--- src/hw/rtl/wpsg_pkg.sv ---
`timescale 1ns / 1ps
package wpsg_pkg;

  localparam int CHANNELS  = 6;
  localparam int WAVE_LEN  = 32;
  localparam int WAVE_AW   = 8;
  localparam int WAVE_DEPTH = CHANNELS * WAVE_LEN;
  localparam int CH_AW     = 3;

  localparam logic OP_TICK = 1'b0;
  localparam logic OP_WAVE = 1'b1;

  localparam logic REG_SAMPLE_RATE = 1'b0;
  localparam logic REG_STEREO_MODE = 1'b1;

  localparam logic [16:0] SAMPLE_RATE_RESET = 17'd44100;
  localparam logic [31:0] TONE_NUMERATOR    = 32'd35795456;
  localparam logic [31:0] NOISE_BASE        = 32'd3000;
  localparam logic signed [11:0] AMP_UNIT   = 12'sd702;
  localparam logic signed [15:0] NOISE_AMP  = 16'sd7020;
  localparam logic [19:0] LFSR_RESET        = 20'h631E4;
  localparam logic [19:0] LFSR_TAP          = 20'h00004;
  localparam logic [6:0]  VOL_OFFSET        = 7'd60;
  localparam logic [5:0]  DIV_STEPS         = 6'd32;

  typedef enum logic [3:0] {
    ST_CLEAR, ST_IDLE, ST_READ, ST_WAVE, ST_DIV1, ST_DIV2, ST_WB, ST_MUL, ST_SCALE
  } state_t;

  typedef struct packed {
    logic [4:0]  pidx;
    logic [31:0] acc;
  } chan_state_t;

  function automatic logic [14:0] vol_lookup(input logic [4:0] idx);
    logic [14:0] v;
    case (idx)
      5'd0:  v = 15'd100;   5'd1:  v = 15'd451;   5'd2:  v = 15'd508;
      5'd3:  v = 15'd573;   5'd4:  v = 15'd646;   5'd5:  v = 15'd728;
      5'd6:  v = 15'd821;   5'd7:  v = 15'd925;   5'd8:  v = 15'd1043;
      5'd9:  v = 15'd1175;  5'd10: v = 15'd1325;  5'd11: v = 15'd1493;
      5'd12: v = 15'd1683;  5'd13: v = 15'd1898;  5'd14: v = 15'd2139;
      5'd15: v = 15'd2411;  5'd16: v = 15'd2718;  5'd17: v = 15'd3064;
      5'd18: v = 15'd3454;  5'd19: v = 15'd3893;  5'd20: v = 15'd4388;
      5'd21: v = 15'd4947;  5'd22: v = 15'd5576;  5'd23: v = 15'd6285;
      5'd24: v = 15'd7085;  5'd25: v = 15'd7986;  5'd26: v = 15'd9002;
      5'd27: v = 15'd10148; 5'd28: v = 15'd11439; 5'd29: v = 15'd12894;
      5'd30: v = 15'd14535; 5'd31: v = 15'd16384;
      default: v = 15'd100;
    endcase
    return v;
  endfunction

  function automatic logic [14:0] volume_of(input logic [3:0] mnib, input logic [4:0] cvol,
                                            input logic [3:0] bnib);
    logic [6:0] sum;
    logic [6:0] d;
    logic [4:0] idx;
    sum = {2'b0, mnib, 1'b0} + {2'b0, cvol} + {2'b0, bnib, 1'b0};
    d = sum - VOL_OFFSET;
    if (sum < VOL_OFFSET) idx = 5'd0;
    else if (d > 7'd31) idx = 5'd31;
    else idx = d[4:0];
    return vol_lookup(idx);
  endfunction

endpackage

--- src/hw/rtl/wavetable_psg_channel_synth.sv ---
`timescale 1ns / 1ps
// Six-channel wavetable sound generator. A wave write gives no word. A tick
// gives one stereo word; a disabled channel, or a tone with a zero period,
// goes from ST_READ straight to ST_MUL, direct mode passes through ST_WAVE,
// and noise and tone use a shared one-bit-per-cycle 32-step divider that
// runs once for noise and twice for tone. No new item is taken until the
// word has gone into the output register. Wave samples and per-channel
// phase state live in synchronous memories. After reset a clearing pass
// over all 192 wave entries zeroes them, during which no item is taken;
// configuration writes are taken at any time.
module wavetable_psg_channel_synth (
  input  logic        clk,
  input  logic        rst,
  input  logic        in_valid,
  output logic        in_stall,
  input  logic        op,
  input  logic [2:0]  channel,
  input  logic [4:0]  wave_index,
  input  logic [4:0]  wave_value,
  input  logic [7:0]  master_balance,
  input  logic [7:0]  control,
  input  logic [7:0]  channel_balance,
  input  logic [15:0] period,
  input  logic [7:0]  noise_control,
  output logic        out_valid,
  input  logic        out_stall,
  output logic signed [15:0] left_sample,
  output logic signed [15:0] right_sample,
  input  logic        cfg_valid,
  output logic        cfg_ready,
  input  logic        cfg_index,
  input  logic [16:0] cfg_data
);
  import wpsg_pkg::*;

  state_t state, state_next;

  logic [4:0]  wave_mem [WAVE_DEPTH];
  chan_state_t chan_mem [CHANNELS];
  logic [4:0]  wave_q;
  chan_state_t chan_q;

  logic [16:0] sample_rate;
  logic        stereo_mode;

  logic [2:0]  r_ch;
  logic [7:0]  r_mb, r_ctl, r_cb, r_nctl;
  logic [15:0] r_per;

  logic [4:0]  pidx;
  logic [31:0] acc;
  logic signed [15:0] amp;
  logic [14:0] lvol, rvol;
  logic signed [31:0] prod_l, prod_r;

  logic [31:0] dvd;
  logic [20:0] dvs;
  logic [20:0] rem;
  logic [5:0]  cnt;

  logic [19:0] lfsr [2];
  logic        nbit [2];
  logic [7:0]  clr_cnt;

  // Control decodes.
  logic        accept, tick_ok, wave_ok;
  logic        en, direct, is_noise, nc;
  logic [16:0] sr_eff;
  logic [20:0] span;
  logic [21:0] trial;
  logic        ge;
  logic [3:0]  mm, cm;
  logic [14:0] lvol_c, rvol_c;
  logic signed [5:0]  wcentered;
  logic signed [15:0] wave_amp;
  logic        new_bit;
  logic [19:0] lfsr_step;
  chan_state_t wb_data;
  logic        wave_we, chan_we;
  logic [WAVE_AW-1:0] wave_waddr;
  logic [4:0]  wave_wdata;
  logic [CH_AW-1:0] chan_waddr;
  chan_state_t chan_wdata;
  logic        out_load;
  logic signed [31:0] adj_l, adj_r;

  assign cfg_ready = 1'b1;
  assign accept  = in_valid && !in_stall;
  assign tick_ok = (op == OP_TICK) && ({1'b0, channel} < 4'(CHANNELS));
  assign wave_ok = (op == OP_WAVE) && ({1'b0, channel} < 4'(CHANNELS));

  assign en       = r_ctl[7];
  assign direct   = r_ctl[6];
  assign is_noise = ((r_ch == 3'd4) || (r_ch == 3'd5)) && r_nctl[7];
  assign nc       = r_ch[0];
  assign sr_eff   = (sample_rate == 17'd0) ? 17'd1 : sample_rate;
  assign span     = {sr_eff, 3'b000} + {3'b000, sr_eff, 1'b0};

  assign trial = {rem, dvd[31]};
  assign ge    = trial >= {1'b0, dvs};

  assign mm = (r_mb[7:4] > r_mb[3:0]) ? r_mb[7:4] : r_mb[3:0];
  assign cm = (r_cb[7:4] > r_cb[3:0]) ? r_cb[7:4] : r_cb[3:0];
  assign lvol_c = stereo_mode ? volume_of(r_mb[7:4], r_ctl[4:0], r_cb[7:4])
                              : volume_of(mm, r_ctl[4:0], cm);
  assign rvol_c = stereo_mode ? volume_of(r_mb[3:0], r_ctl[4:0], r_cb[3:0]) : 15'd0;

  assign wcentered = $signed({1'b0, wave_q}) - 6'sd16;
  assign wave_amp  = 16'(wcentered * AMP_UNIT);

  // The LFSR steps only when at least one whole sample period has gone by.
  assign new_bit   = (dvd != 32'd0) ? lfsr[nc][19] : nbit[nc];
  assign lfsr_step = lfsr[nc][19] ? (((lfsr[nc] ^ LFSR_TAP) << 1) | 20'd1)
                                  : (lfsr[nc] << 1);
  assign wb_data.pidx = is_noise ? pidx : pidx + dvd[4:0];
  assign wb_data.acc  = {11'd0, rem};

  assign adj_l = prod_l + (prod_l[31] ? 32'sd16383 : 32'sd0);
  assign adj_r = prod_r + (prod_r[31] ? 32'sd16383 : 32'sd0);

  // Next state.
  always_comb begin
    state_next = state;
    case (state)
      ST_CLEAR: if (clr_cnt == 8'(WAVE_DEPTH - 1)) state_next = ST_IDLE;
      ST_IDLE:  if (accept && tick_ok) state_next = ST_READ;
      ST_READ: begin
        if (!en) state_next = ST_MUL;
        else if (direct) state_next = ST_WAVE;
        else if (is_noise) state_next = ST_DIV2;
        else if (r_per == 16'd0) state_next = ST_MUL;
        else state_next = ST_WAVE;
      end
      ST_WAVE:  state_next = direct ? ST_MUL : ST_DIV1;
      ST_DIV1:  if (cnt == 6'd0) state_next = ST_DIV2;
      ST_DIV2:  if (cnt == 6'd0) state_next = ST_WB;
      ST_WB:    state_next = ST_MUL;
      ST_MUL:   state_next = ST_SCALE;
      ST_SCALE: if (!out_valid || !out_stall) state_next = ST_IDLE;
      default:  state_next = ST_IDLE;
    endcase
  end

  // Control outputs.
  always_comb begin
    in_stall   = (state != ST_IDLE);
    out_load   = (state == ST_SCALE) && (!out_valid || !out_stall);
    wave_we    = 1'b0;
    wave_waddr = {channel, wave_index};
    wave_wdata = wave_value;
    chan_we    = 1'b0;
    chan_waddr = r_ch;
    chan_wdata = wb_data;
    case (state)
      ST_CLEAR: begin
        wave_we    = 1'b1;
        wave_waddr = clr_cnt;
        wave_wdata = 5'd0;
        chan_we    = (clr_cnt < 8'(CHANNELS));
        chan_waddr = clr_cnt[CH_AW-1:0];
        chan_wdata = '0;
      end
      ST_IDLE: wave_we = accept && wave_ok;
      ST_READ: begin
        chan_we    = !en;
        chan_wdata = '0;
      end
      ST_WB: chan_we = 1'b1;
      default: ;
    endcase
  end

  // Memories.
  always_ff @(posedge clk) begin
    if (wave_we) wave_mem[wave_waddr] <= wave_wdata;
    wave_q <= wave_mem[{r_ch, (direct ? 5'd0 : chan_q.pidx)}];
  end

  always_ff @(posedge clk) begin
    if (chan_we) chan_mem[chan_waddr] <= chan_wdata;
    if (accept && tick_ok) chan_q <= chan_mem[channel];
  end

  // Control state.
  always_ff @(posedge clk) begin
    if (rst) begin
      state       <= ST_CLEAR;
      clr_cnt     <= 8'd0;
      sample_rate <= SAMPLE_RATE_RESET;
      stereo_mode <= 1'b1;
      out_valid   <= 1'b0;
      cnt         <= 6'd0;
      for (int i = 0; i < 2; i++) begin
        lfsr[i] <= LFSR_RESET;
        nbit[i] <= 1'b0;
      end
    end else begin
      state <= state_next;
      if (state == ST_CLEAR) clr_cnt <= clr_cnt + 8'd1;
      if (cfg_valid && cfg_ready) begin
        case (cfg_index)
          REG_SAMPLE_RATE: sample_rate <= cfg_data;
          REG_STEREO_MODE: stereo_mode <= cfg_data[0];
          default: ;
        endcase
      end
      if (out_load) out_valid <= 1'b1;
      else if (!out_stall) out_valid <= 1'b0;
      if (state == ST_WB && is_noise) begin
        nbit[nc] <= new_bit;
        if (dvd != 32'd0) lfsr[nc] <= lfsr_step;
      end
      case (state)
        ST_READ: if (en && !direct && is_noise) cnt <= DIV_STEPS;
        ST_WAVE: if (!direct) cnt <= DIV_STEPS;
        ST_DIV1: cnt <= (cnt == 6'd0) ? DIV_STEPS : cnt - 6'd1;
        ST_DIV2: if (cnt != 6'd0) cnt <= cnt - 6'd1;
        default: ;
      endcase
    end
  end

  // Datapath.
  always_ff @(posedge clk) begin
    if (accept && tick_ok) begin
      r_ch   <= channel;
      r_mb   <= master_balance;
      r_ctl  <= control;
      r_cb   <= channel_balance;
      r_per  <= period;
      r_nctl <= noise_control;
    end
    case (state)
      ST_READ: begin
        pidx <= chan_q.pidx;
        lvol <= lvol_c;
        rvol <= rvol_c;
        amp  <= 16'sd0;
        if (is_noise) begin
          acc <= chan_q.acc + NOISE_BASE + {18'd0, r_nctl[4:0], 9'd0};
          dvd <= chan_q.acc + NOISE_BASE + {18'd0, r_nctl[4:0], 9'd0};
          dvs <= {4'd0, sr_eff};
        end else begin
          acc <= chan_q.acc;
        end
        rem <= 21'd0;
      end
      ST_WAVE: begin
        amp <= wave_amp;
        dvd <= TONE_NUMERATOR;
        dvs <= {5'd0, r_per};
        rem <= 21'd0;
      end
      ST_DIV1: begin
        if (cnt != 6'd0) begin
          dvd <= {dvd[30:0], ge};
          rem <= ge ? 21'(trial - {1'b0, dvs}) : trial[20:0];
        end else begin
          acc <= acc + dvd;
          dvd <= acc + dvd;
          dvs <= span;
          rem <= 21'd0;
        end
      end
      ST_DIV2: begin
        if (cnt != 6'd0) begin
          dvd <= {dvd[30:0], ge};
          rem <= ge ? 21'(trial - {1'b0, dvs}) : trial[20:0];
        end
      end
      ST_WB: begin
        if (is_noise) amp <= new_bit ? NOISE_AMP : -NOISE_AMP;
      end
      ST_MUL: begin
        prod_l <= 32'(amp * $signed({1'b0, lvol}));
        prod_r <= 32'(amp * $signed({1'b0, rvol}));
      end
      default: ;
    endcase
    if (out_load) begin
      left_sample  <= 16'(adj_l >>> 14);
      right_sample <= 16'(adj_r >>> 14);
    end
  end

endmodule
--- config.mk ---
export PLATFORM = sky130hd
export DESIGN_NAME = wavetable_psg_channel_synth
export DESIGN_NICKNAME = d
export VERILOG_FILES = /design/src/hw/rtl/wpsg_pkg.sv /design/src/hw/rtl/wavetable_psg_channel_synth.sv
export SDC_FILE = /design/constraint.sdc
export NUM_CORES = 2
export LEC_CHECK = 0
export BUFFER_PORTS_ARGS = -buffer_cell sky130_fd_sc_hd__buf_2
export CAP_MARGIN = 20
export CORE_UTILIZATION = 55
export DETAILED_ROUTE_END_ITERATION = 12
export MAX_ROUTING_LAYER = met4
export PLACE_DENSITY_LB_ADDON = 0.15
export RECOVER_POWER = 100
export SETUP_SLACK_MARGIN = 0.1
export SYNTH_ARGS = -nofsm -noshare
export SYNTH_HDL_FRONTEND = slang
export SYNTH_SLANG_ARGS = --single-unit
--- constraint.sdc ---
create_clock -name clk -period 8.93 [get_ports clk]
set_clock_uncertainty 0.1 [all_clocks]
set_input_delay 0.893 -clock clk [delete_from_list [all_inputs] [get_ports clk]]
set_output_delay 0.893 -clock clk [all_outputs]
set_load 0.005 [all_outputs]
Word level (Yosys, flattened, before mapping). Memory sizes are Yosys's and may differ from the RTL's. A register that Yosys moved wholly into a read port is not among the register bits. Index checks and enable logic that the tools add are counted.

Register bits after elaboration: 326. Input port bits: 85. Memory bits (read-only): 1440. Memories kept: 7. RAM bits: 1224. Output and inout port bits: 35. Logic and storage cells: 211.

Add/subtract/negate cells: 20. Muxes and demuxes: 78. $mul: 3. Equal/unequal tests: 24. Bitwise operators: 3. Reductions and logical operators: 42. $lt $le $gt $ge: 11.

Memories: wave_mem (words 192, bits a word 5, read ports 1, clocked after memory_dff 1, write ports 1, RTL line wavetable_psg_channel_synth.sv:38) `logic [4:0] wave_mem [WAVE_DEPTH];`; (name not given) (words 32, bits a word 15, read ports 1, clocked after memory_dff 1, write ports 0, RTL line wpsg_pkg.sv:37) `case (idx)`; (name not given) (words 32, bits a word 15, read ports 1, clocked after memory_dff 0, write ports 0, RTL line wpsg_pkg.sv:37); (name not given) (words 32, bits a word 15, read ports 1, clocked after memory_dff 0, write ports 0, RTL line wpsg_pkg.sv:37); chan_mem (words 6, bits a word 37, read ports 1, clocked after memory_dff 1, write ports 1, RTL line wavetable_psg_channel_synth.sv:39) `chan_state_t chan_mem [CHANNELS];`; lfsr (words 2, bits a word 20, read ports 1, clocked after memory_dff 1, write ports 2, RTL line wavetable_psg_channel_synth.sv:61) `logic [19:0] lfsr [2];`; +1 memories.

Operators by type and width (count): two-way mux 32 bit (5); case mux 32 bit (4 select lines) (1); case mux 21 bit (3 select lines) (2); two-way mux 21 bit (5); multiplier 16 x 16 -> 32 bit (2); case mux 32 bit (2 select lines) (1); adder 30 x 15 -> 30 bit (2); case mux 16 bit (3 select lines) (1); two-way mux 5 bit (9); two-way mux 37 bit (1); case mux 4 bit (9 select lines) (1); adder 32 x 12 -> 32 bit (second input constant) (1); adder 32 x 14 -> 32 bit (1); adder 32 bit (1); two-way mux 16 bit (2); two-way mux 4 bit (8); nonzero test 32 bit (1); two-way mux 14 bit (2); two-way mux 6 bit (4); case mux 6 bit (4 select lines) (1); two-way mux 1 bit (23); >= comparator 22 x 21 -> 1 bit (1); adder 20 x 18 -> 21 bit (1); adder 6 x 5 -> 7 bit (3); 49 further kinds (102).

Depth between registers and ports, before layout. An unclocked memory read counts as a cell.

Depth in word-level cells: 10. Gate-level depth with buffers: 30. Gate-level depth less buffers: 29.

Worst setup path after synthesis. No wires, ideal clock.

Kind: register to register. Start: register state[0]. End: memory wave_mem[0][0], data pin. Slack: 1.721 ns. Required time: 7.694 ns. Cell stages (with the launch flop): 7. Clock period less this slack: 7.209 ns. Arrival: 5.973 ns. Library setup time: 1.136 ns. Buffers on the path: 4. Cells stage by stage: dfxtp_1 > clkbuf_1 > nor4_1 > clkbuf_1 > clkbuf_1 > buf_1 > nor2b_1.

Cells in the longest elaborated chain, start to end: 2.

RTL lines: start: declaration (RTL line wavetable_psg_channel_synth.sv:36) `state_t state, state_next;`; start signal: assignment (RTL line wavetable_psg_channel_synth.sv:198) `state <= state_next;`; zero test 4 bit (RTL line wavetable_psg_channel_synth.sv:154) `case (state)`; two-way mux 5 bit (RTL line wavetable_psg_channel_synth.sv:154); net wave_wdata[0] (RTL line wavetable_psg_channel_synth.sv:81) `logic [4:0] wave_wdata;`; end: declaration (RTL line wavetable_psg_channel_synth.sv:38).

The timed path passes the listed nets, and every way through them passes these cells.

Worst setup path in the final report.
Start: register amp[10]. End: register prod_l[31], data pin.

Cells in the longest elaborated chain, start to end: 1.

RTL lines: start: declaration (RTL line wavetable_psg_channel_synth.sv:52) `logic signed [15:0] amp;`; start signal: assignment (RTL line wavetable_psg_channel_synth.sv:249) `amp <= wave_amp;`; start signal: assignment (RTL line wavetable_psg_channel_synth.sv:272) `if (is_noise) amp <= new_bit ? NOISE_AMP : -NOISE_AMP;`; multiplier 16 x 16 -> 32 bit (RTL line wavetable_psg_channel_synth.sv:275) `prod_l <= 32'(amp * $signed({1'b0, lvol}));`; end signal: assignment (RTL line wavetable_psg_channel_synth.sv:275); end: declaration (RTL line wavetable_psg_channel_synth.sv:54) `logic signed [31:0] prod_l, prod_r;`.

Every way passes these cells. A chain may end at the register's enable or synchronous reset.

==> out/results.ini <==
[clock_network]
clock_latency_ps=820
ctsLongestPathBuffers=3
cts_tree=done
cts_sinks=1523
clk_pin_slew_worst_paths_ps=60
ctsResizeCount=0
hold_buffers=0
numCtsBuffers=163
cts_setup_buffers=0
cts-htree-levels=4
root_buffer=clkbuf_16

[detailed_routing]
dr.pass1.iters=5
ant_nets=0
first_iter_violations=4333
drc_errors=0
vias_per_cell=5.993
post_drt_wl_per_cell_um=22.98
num_vias=54210
routed_wl_um=207900

[synth]
yosys_warnings=0
synthArstFlopShare=0
ys_seq_area_frac=0.5207
syn_avg_cell_area_um2=12.77
ys.flop_type=edfxtp_1
synth_cell_types=104
synth-edff-count=1480
syn-num-nets=7753
netlist_area_um2=87000
syn_inst=6812
ys_ff_latch=1523

[global_route]
grt-ovfl-total=0
grt_max_degree=135
grt_pass1_vias=55690
grt_usage=0.2728
antenna_found_initial=14
grt_pass1_wl_um=321800

[floorplan]
pin_count=120
rows=145
start_util=0.5557
dieArea_um2=159800
coreArea_um2=156600
die_width_um=399.7
die_h_um=399.7

[place]
numPortBuffers=115
gp_congestion=0.9107
place_inst=8733
dp_hpwl_um=139000
place_area_um2=89640

[run_status]
status=finished with violations
violations=capacitance limit, slew limit

[cells_and_area]
fill_cells=12250
synthToLayoutAreaGrowth_pct=8.996
design_area_um2=94830
multi_input_area_um2=37840
layout_commonest_cell=edfxtp_1
fin_cells=9046
drive_above_1_share=0.09155
final_core_util=0.6057
regArea_um2=45300
finish.net_count=7785
final_cell_mix=1480 x edfxtp_1, 658 x inv_1, 639 x nand2_1

[sta]
fin_crit_ps=7856
finalSetupViolations=0
rsz0062_at_grt=false
max_freq_mhz=127.3
max-slew-margin-rel=-1.950
fin_crit_sh=0.8797
worst_pin_slew_ps=4425
tns_ps=0
hold_viol_final=0
slew_violations=1864

[setup_path]
slowest_delay_ps=880
crit_start=amp[10]
rr_worst_depth=21
start_kind=flop
arrival_ps=8290
critPathMostFrequentCell=fa_1
cp.depth=21
required_ps=9360
reg2reg_slack_ps=1070
r2r-start=amp[10]
crit_fanout=17
crit_end=prod_l[31]
r2r-end=prod_l[31]
critical-path-top-delay-family=adder cells
endpoint_kind=flop
path_buf_inv=4
cp_cell_sequence=clkbuf_1 > nand2_1 > fa_1 > inv_1 > fa_1 > fa_1 > fa_1 > fa_1 > inv_1 > fa_1 > inv_1 > ha_1 > and3_1 > a221o_1 > a21o_1 > a2bb2oi_1 > a31oi_1 > o31ai_1 > o21ai_0 > a21oi_1 > xnor2_1
cpMaxStageDelayCell=edfxtp_1
path_class=reg2reg

[power]
p_leak_nw=36.16
power_density_nw_per_um2=213.0
power.total_mw=20.20
vdd_drop_max_mv=0.2100

[job]
cap_violations=40

[worst_hold_path]
min_path_type=in2reg

## cell type report
cell class	instances	area share
Inverter	664	0.02631
Timing Repair Buffer	217	0.01218
Clock inverter	107	0.01255
Sequential cell	1523	0.4778
Antenna cell	8	0.0002111
Tap cell	2058	0.02715
Clock buffer	194	0.04478
Multi-Input combinational cell	4275	0.3991
## state kept, by name, summed over array words and instances, names as in the netlist, 26 cells and up, named ones only
name / flops
chan_q: 26
prod_l: 30
lfsr: 40
dvd: 32
wave_mem: 960
chan_mem: 156
prod_r: 30
acc: 32
## worst min path at each step
stage               cells after the start  slack [ps]        endpoint               start
detailed placement                      2         370  sample_rate[0]      sample_rate[0]
finish                                  1         160        r_per[7]           period[7]
CTS                                     1         110         r_cb[4]  channel_balance[4]
floorplan                               2         340  sample_rate[0]      sample_rate[0]
global route                            1         120        r_per[7]           period[7]
global placement                        2         350  sample_rate[0]      sample_rate[0]
## cells by family (layout without fill, tap and decap cells)
logic type      Yosys count  after routing  share of synthesized area
simple gates           1773           1773                    0.09476
flops                  1523           1523                     0.5207
compound gates         1056           1056                    0.08193
buf+inv                1014           1182                    0.04512
fa+ha+maj               856            856                     0.1658
mux                     396            396                    0.07199
xor+xnor                193            193                    0.01960
other cells               1              9                 0.00004310
## per-stage QoR
| stage | hold slack, ps | worst slack [ps] |
|---|---|---|
| 2_1_floorplan | 336.3 | 1721 |
| 3_3_place_gp | 345.4 | 1689 |
| 3_5_place_dp | 369.7 | 1574 |
| 4_1_cts | 106.9 | 1577 |
| 5_1_grt | 119.1 | 629.4 |
| 6_report | 157.5 | 1074 |
## power breakdown
| group | internal [mW] | switching (mW) |
|---|---|---|
| Clock | 3.86 | 2.94 |
| Combinational | 1.87 | 2.90 |
| Sequential | 8.52 | 0.103 |
## Yosys cell counts (26+ instances only)
| library cell | instances | area share |
|---|---|---|
| edfxtp_1 | 1480 | 0.51 |
| inv_1 | 659 | 0.028 |
| nand2_1 | 641 | 0.028 |
| fa_1 | 495 | 0.11 |
| nor2_1 | 468 | 0.020 |
| ha_1 | 361 | 0.052 |
| clkbuf_1 | 263 | 0.011 |
| a21oi_1 | 248 | 0.014 |
| and2_1 | 243 | 0.017 |
| mux2i_1 | 208 | 0.024 |
| o21ai_0 | 203 | 0.012 |
| mux4_2 | 183 | 0.047 |
| xnor2_1 | 128 | 0.013 |
| nand3_1 | 85 | 0.0049 |
| o221ai_1 | 82 | 0.0083 |
| a21o_1 | 68 | 0.0059 |
| xor2_1 | 63 | 0.0063 |
| nor3_1 | 60 | 0.0035 |
| nor2b_1 | 58 | 0.0042 |
| o22ai_1 | 57 | 0.0041 |
| a211oi_1 | 55 | 0.0047 |
| buf_2 | 50 | 0.0029 |
| nand2b_1 | 50 | 0.0036 |
| o211ai_1 | 47 | 0.0041 |
| dfxtp_1 | 43 | 0.0099 |
| o31ai_1 | 26 | 0.0022 |
| or3_1 | 26 | 0.0019 |
## routing by layer
metal	global-route usage	part of all wire	vias up
met2	0.4449	0.49	1877
met3	0.03990	0.066	416
met5	-	0	-
li1	-	-	24490
met4	0.09338	0.034	0
met1	0.3511	0.41	27430
(Power assumes the default switching activity.)
